$ cat src/rtl/arpc_pkg.sv
// Shared types, codes and defaults for the audio record/playback controller.
package arpc_pkg;

    localparam int STORE_DEPTH_DEF = 65536;
    localparam int SAMPLE_BITS_DEF = 32;

    localparam int POS_W   = 17;
    localparam int START_W = 16;
    localparam int REQ_W   = 2;
    localparam int MODE_W  = 2;
    localparam int IN_W    = 32;

    localparam logic [POS_W-1:0] POS_MAX   = '1;
    localparam logic [POS_W-1:0] END_RESET = 17'h10000;

    localparam logic [REQ_W-1:0] REQ_PLAY = 2'd0;
    localparam logic [REQ_W-1:0] REQ_REC  = 2'd1;
    localparam logic [REQ_W-1:0] REQ_TICK = 2'd2;

    localparam logic CFG_START = 1'b0;
    localparam logic CFG_END   = 1'b1;

    localparam logic [MODE_W-1:0] MODE_CODE_IDLE = 2'd0;
    localparam logic [MODE_W-1:0] MODE_CODE_PLAY = 2'd1;
    localparam logic [MODE_W-1:0] MODE_CODE_REC  = 2'd2;

    typedef enum logic [2:0] {
        MODE_IDLE = 3'b001,
        MODE_PLAY = 3'b010,
        MODE_REC  = 3'b100
    } t_mode;

    typedef struct packed {
        logic              play;
        logic [MODE_W-1:0] mode;
    } t_item_info;

    function automatic logic [MODE_W-1:0] mode_code(input t_mode m);
        logic [MODE_W-1:0] c;
        unique case (m)
            MODE_PLAY: c = MODE_CODE_PLAY;
            MODE_REC:  c = MODE_CODE_REC;
            default:   c = MODE_CODE_IDLE;
        endcase
        return c;
    endfunction

endpackage

$ cat src/rtl/arpc_ctrl.sv
// Mode and position sequencer with store addressing and start slot reduction.
module arpc_ctrl #(
    parameter int STORE_DEPTH = arpc_pkg::STORE_DEPTH_DEF
) (
    input  logic                               i_clk,
    input  logic                               i_rst_n,
    input  logic                               i_accept,
    input  logic [arpc_pkg::REQ_W-1:0]         i_req_type,
    input  logic                               i_cfg_wr,
    input  logic                               i_cfg_index,
    input  logic [arpc_pkg::POS_W-1:0]         i_cfg_data,
    output logic                               o_busy,
    output logic                               o_mem_en,
    output logic                               o_mem_we,
    output logic [$clog2(STORE_DEPTH)-1:0]     o_mem_addr,
    output arpc_pkg::t_item_info               o_info
);

    localparam int AW     = $clog2(STORE_DEPTH);
    localparam int MUL_SH = arpc_pkg::START_W + AW;
    localparam int RCP_W  = arpc_pkg::START_W + 2;
    localparam int PROD_W = arpc_pkg::START_W + RCP_W;
    localparam longint RCP_VAL = ((longint'(1) << MUL_SH) + longint'(STORE_DEPTH) - 1)
                                 / longint'(STORE_DEPTH);
    localparam logic [RCP_W-1:0]              RECIP     = RCP_W'(RCP_VAL);
    localparam logic [arpc_pkg::START_W-1:0]  DEPTH_LO  = arpc_pkg::START_W'(STORE_DEPTH);
    localparam logic [AW-1:0]                 SLOT_LAST = AW'(STORE_DEPTH - 1);

    logic [arpc_pkg::START_W-1:0] r_start, n_start;
    logic [arpc_pkg::POS_W-1:0]   r_end, n_end;
    logic [arpc_pkg::START_W-1:0] r_rem, n_rem;
    logic [arpc_pkg::START_W-1:0] r_quo, n_quo;
    logic                         r_step, n_step;
    logic                         r_busy, n_busy;
    arpc_pkg::t_mode              r_mode, n_mode;
    logic [arpc_pkg::POS_W-1:0]   r_pos, n_pos;
    logic [AW-1:0]                r_slot, n_slot;

    logic [PROD_W-1:0]            prod;
    logic [arpc_pkg::POS_W-1:0]   pos_inc;
    logic [AW-1:0]                slot_inc;
    logic                         tick, moving;

    always_comb begin
        prod    = PROD_W'(r_rem) * PROD_W'(RECIP);
        n_start = r_start;
        n_end   = r_end;
        n_rem   = r_rem;
        n_quo   = r_quo;
        n_step  = r_step;
        n_busy  = r_busy;
        if (r_busy) begin
            if (r_step) begin
                n_quo  = arpc_pkg::START_W'(prod >> MUL_SH);
                n_step = 1'b0;
            end else begin
                n_rem  = r_rem - arpc_pkg::START_W'(r_quo * DEPTH_LO);
                n_busy = 1'b0;
            end
        end else if (i_cfg_wr) begin
            unique case (i_cfg_index)
                arpc_pkg::CFG_START: begin
                    n_start = i_cfg_data[arpc_pkg::START_W-1:0];
                    n_rem   = i_cfg_data[arpc_pkg::START_W-1:0];
                    n_step  = 1'b1;
                    n_busy  = 1'b1;
                end
                arpc_pkg::CFG_END: begin
                    n_end = i_cfg_data;
                end
                default: ;
            endcase
        end
    end

    always_comb begin
        tick     = i_accept && (i_req_type == arpc_pkg::REQ_TICK);
        moving   = (r_mode == arpc_pkg::MODE_PLAY) || (r_mode == arpc_pkg::MODE_REC);
        pos_inc  = r_pos + 1'b1;
        slot_inc = (r_pos == arpc_pkg::POS_MAX || r_slot == SLOT_LAST) ? '0 : r_slot + 1'b1;
        n_mode   = r_mode;
        n_pos    = r_pos;
        n_slot   = r_slot;
        if (i_accept) begin
            priority case (i_req_type)
                arpc_pkg::REQ_PLAY: begin
                    n_mode = arpc_pkg::MODE_PLAY;
                    n_pos  = arpc_pkg::POS_W'(r_start);
                    n_slot = AW'(r_rem);
                end
                arpc_pkg::REQ_REC: begin
                    n_mode = arpc_pkg::MODE_REC;
                    n_pos  = arpc_pkg::POS_W'(r_start);
                    n_slot = AW'(r_rem);
                end
                arpc_pkg::REQ_TICK: begin
                    if (moving) begin
                        n_pos  = pos_inc;
                        n_slot = slot_inc;
                    end
                    if (n_pos >= r_end) begin
                        n_pos  = arpc_pkg::POS_W'(r_start);
                        n_slot = AW'(r_rem);
                        unique case (r_mode)
                            arpc_pkg::MODE_REC:  n_mode = arpc_pkg::MODE_PLAY;
                            arpc_pkg::MODE_PLAY: n_mode = arpc_pkg::MODE_IDLE;
                            default:             n_mode = arpc_pkg::MODE_IDLE;
                        endcase
                    end
                end
                default: ;
            endcase
        end
    end

    always_ff @(posedge i_clk) begin
        if (!i_rst_n) begin
            r_start <= '0;
            r_end   <= arpc_pkg::END_RESET;
            r_rem   <= '0;
            r_quo   <= '0;
            r_step  <= 1'b0;
            r_busy  <= 1'b0;
            r_mode  <= arpc_pkg::MODE_IDLE;
            r_pos   <= '0;
            r_slot  <= '0;
        end else begin
            r_start <= n_start;
            r_end   <= n_end;
            r_rem   <= n_rem;
            r_quo   <= n_quo;
            r_step  <= n_step;
            r_busy  <= n_busy;
            r_mode  <= n_mode;
            r_pos   <= n_pos;
            r_slot  <= n_slot;
        end
    end

    assign o_busy      = r_busy;
    assign o_mem_en    = tick && moving;
    assign o_mem_we    = r_mode == arpc_pkg::MODE_REC;
    assign o_mem_addr  = r_slot;
    assign o_info.play = tick && (r_mode == arpc_pkg::MODE_PLAY);
    assign o_info.mode = arpc_pkg::mode_code(n_mode);

endmodule

$ cat config.mk
export PLATFORM = sky130hd
export DESIGN_NAME = arpc_ctrl
export DESIGN_NICKNAME = d
export VERILOG_FILES = /design/src/rtl/arpc_pkg.sv /design/src/rtl/arpc_ctrl.sv
export SDC_FILE = /design/constraint.sdc
export NUM_CORES = 1
export LEC_CHECK = 0
export ABC_CLOCK_PERIOD_IN_PS = 4000
export BUFFER_PORTS_ARGS = -buffer_cell sky130_fd_sc_hd__buf_2
export CAP_MARGIN = 20
export CORE_MARGIN = 5
export CORE_UTILIZATION = 52
export CTS_BUF_LIST = sky130_fd_sc_hd__clkbuf_16
export CTS_CLUSTER_SIZE = 12
export DETAILED_ROUTE_END_ITERATION = 10
export PLACE_DENSITY = 0.75
export SKIP_CTS_REPAIR_TIMING = 1
export SLEW_MARGIN = 15
export SYNTH_ARGS = -nofsm -noshare
export SYNTH_HDL_FRONTEND = slang
export SYNTH_SLANG_ARGS = --single-unit
$ cat constraint.sdc
create_clock -name i_clk -period 4 [get_ports i_clk]
set_input_delay 0.8 -clock i_clk [delete_from_list [all_inputs] [get_ports i_clk]]
set_output_delay 0.8 -clock i_clk [all_outputs]
set_load 0.005 [all_outputs]
==> summary.md <==
| Metric | Value |
|---|---|
| Status | finished, violations left |
| Violated checks | setup timing |
| DIE AREA | 9510 um2 |
| Lkg Pwr | 2.04 nW |
| H-Tree Depth | 3 |
| Vias per cell | 5.96 |
| RSZ-0062 raised after global routing | true |
| Fin crit share | 1.08 |
| Sink Count | 71 |
| Vias in the first global route | 3978 |
| CTS tree | built |
| Mapped Area | 3980 um2 |
| FF-to-FF Start | r_mode[1] |
| CP max stage delay | 0.35 ns |
| Drt pass-1 iters | 5 |
| DRT Wirelength | 11600 um |
| Core area | 7610 um2 |
| CP max FO | 5 |
| HPWL after DPL | 8200 um |
| Crit path cell chain | xnor2_2 -> buf_4 -> nor3_4 -> nand3_1 -> xnor2_2 -> ha_1 -> nand4_1 -> nor3_4 -> nand3_2 -> o211ai_4 -> a21boi_2 -> o31ai_4 -> nor3b_2 -> buf_2 |
| Fmax | 0.231 GHz |
| Clk root buf | clkbuf_16 |
| Relative slew slack | 0.466 |
| Synthesized flop and latch total | 71 |
| Worst min-delay path class | reg2reg |
| Clock-pin slew on the worst setup and hold paths | 0.06 ns |
| Ys Warns | 0 |
| Worst VDD drop | 210 uV |
| WP data arrival | 3.53 ns |
| FFs w/ async S/R, synth | 0 |
| GRT Util Overall | 0.238 |
| Initial antenna violation count | 0 |
| Min Hold Slack | 0.456 ns |
| Worst-margin pin slew | 0.802 ns |
| Syn avg cell area | 7.76 um2 |
| Final Wtd Congestion | 0.937 |
| Netlist cell types | 58 |
| Pwr dens | 362 nW/um2 |
| Commonest non-fill, non-tap cell in the layout | nand2_1 |
| Tmin final | 4.33 ns |
| Hold Path Sink | r_rem[8] |
| Layout area overhead | 27.8% |
| EDFF count, synth | 0 |
| Count of buffers from port buffering | 45 |
| Final Slew Violations | 0 |
| Slowest cell on crit path | dfxtp_2 |
| Fin cells | 698 |
| First-pass GRT wire length | 18800 um |
| Hold wc startpoint | r_rem[8] |
| DR WL/cell | 16.6 um |
| WHS Path Cells | 2 |
| Final core occ | 0.669 |
| DR DRC count | 0 |
| RR Endpoint | o_mem_addr[11] |
| Syn_nets | 557 |
| Post-Synthesis Cells | 513 |
| Hold Violations, Final | 0 |
| R2r worst-path depth | 15 |
| Largest net degree at the start of global routing | 36 |
| Layout net count | 635 |
| Antenna Cells | 0 |
| Share of layout cells above drive strength 1 | 0.248 |
| Vias | 4162 |
| Cell area after layout | 5090 um2 |
| DRT iter0 DRCs | 277 |
| Initial core utilization | 0.523 |
| CP required | 3.20 ns |
| Ys flop type | dfxtp_1 |
| Commonest non-fill, non-tap cells in the layout | nand2_1 (105), dfxtp_1 (64), a21oi_1 (56) |
| CTS Buffer Depth | 2 |
| Place WS | -0.0647 ns |
| GRT overflow | 0 |
| Seq/Total Area, Yosys | 0.357 |
| CP Class | reg2out |
| Die Span X | 97.5 um |
| Clk_lat worst skew | 0.33 ns |
| Post-DP Area | 4500 um2 |
| Chip height | 97.5 um |
| Final setup violation count | 2 |
| Io pins | 46 |
| Flop2flop setup slack | 0.31 ns |
| Inst Count DP | 672 |
| Row count | 32 |
| Setup WS post-layout | -0.334 ns |
| Final Skew | 0.00707 ns |
| Final antenna-violating net count | 0 |
| TritonCTS buffer count | 9 |
| Critical Path End Type | output pin |
| Startpoint types | register |
| Max Cap Violations | 0 |
==> sequential cells by signal, indices dropped and copies added, names as in the netlist <==
name / cells
r_end: 17
r_pos: 17
o_mem_addr: 16
r_rem: 16
r_mode: 3
o_busy: 1
r_step: 1
==> cell usage after synthesis, types with 3 or more instances <==
library cell    n  area (um2)
nor3_1          6        30.0
nor2_1         21        78.8
o21ai_1        21         105
nor4_1          3        18.8
xnor2_1        13         114
dfxtp_1        71        1420
xor2_1          9        78.8
and2_1          4        25.0
buf_4           4        30.0
buf_2           4        20.0
ha_1           20         250
inv_1          19        71.3
a21boi_1        7        52.6
a31oi_1         9        56.3
nand4_1        11        68.8
nand3_1        30         150
o21a_1          3        22.5
and3_1          6        37.5
a41oi_1         3        26.3
mux2i_1         6        60.1
o21ai_0         8        40.0
o211ai_1        4        30.0
clkbuf_1       16        60.1
nor3b_1         5        37.5
o31a_1          3        26.3
nand2_1       106         398
a21oi_1        57         285
a21o_1          5        37.5
==> stage by stage <==
stage / setup TNS, ns / power (mW)
2_1_floorplan: 0 / 0.930
3_3_place_gp: 0 / 1.02
3_5_place_dp: -0.0647 / 1.02
4_1_cts: -0.795 / 1.82
5_1_grt: -0.955 / 1.91
6_report: -0.582 / 1.84
==> routing by layer <==
metal | track usage | part of all wire | vias up
met5 | 0 | 0 | -
met4 | 0.108 | 0.034 | 0
li1 | - | - | 1978
met1 | 0.281 | 0.40 | 1979
met2 | 0.406 | 0.49 | 168
met3 | 0.0560 | 0.068 | 37
==> cells by family (layout without fill, tap and decap cells) <==
group | after synthesis | after routing | synth area share
simple gates | 209 | 209 | 0.245
compound gates | 139 | 139 | 0.219
buf+inv | 44 | 127 | 0.0465
mux | 8 | 8 | 0.0207
xor+xnor | 22 | 22 | 0.0484
flops | 71 | 71 | 0.357
fa+ha+maj | 20 | 20 | 0.0629
==> power by group <==
group	switching [mW]	internal, mW
Sequential	0.0336	0.740
Clock	0.319	0.484
Combinational	0.157	0.108
==> worst max-delay path by stage <==
stage	startpoint	end	slack, ns	cells after the start
6_report	r_mode[1]	o_info[0]	-0.33	14
3_5_place_dp	r_pos[0]	o_info[0]	-0.06	15
3_3_place_gp	r_pos[0]	o_info[0]	0.06	15
4_1_cts	r_pos[0]	o_info[0]	-0.43	15
2_1_floorplan	r_pos[3]	o_info[0]	0.08	14
5_1_grt	r_mode[1]	o_info[0]	-0.52	14
==> critical path: cells and delay by family, from the launching register on <==
family / cells / cell delay [ns]
AOI/OAI and AO/OA: 3 / 0.69
adders and majority gates: 1 / 0.30
buffers and inverters: 2 / 0.30
xor gates and xnor gates: 2 / 0.37
DFF: 1 / 0.35
and+or+nand+nor: 6 / 1.18
==> layout make-up <==
| type | instances | area [um2] |
|---|---|---|
| flip-flops and latches | 71 | 1430 |
| repair buffers | 91 | 586 |
| multi-input cells | 398 | 2570 |
| fillers | 626 | 2520 |
| clock buffers | 9 | 225 |
| inverters | 20 | 75.1 |
| well taps | 102 | 128 |
| clock inverters | 7 | 72.6 |
No activity file was read; power rests on OpenSTA's default activity.
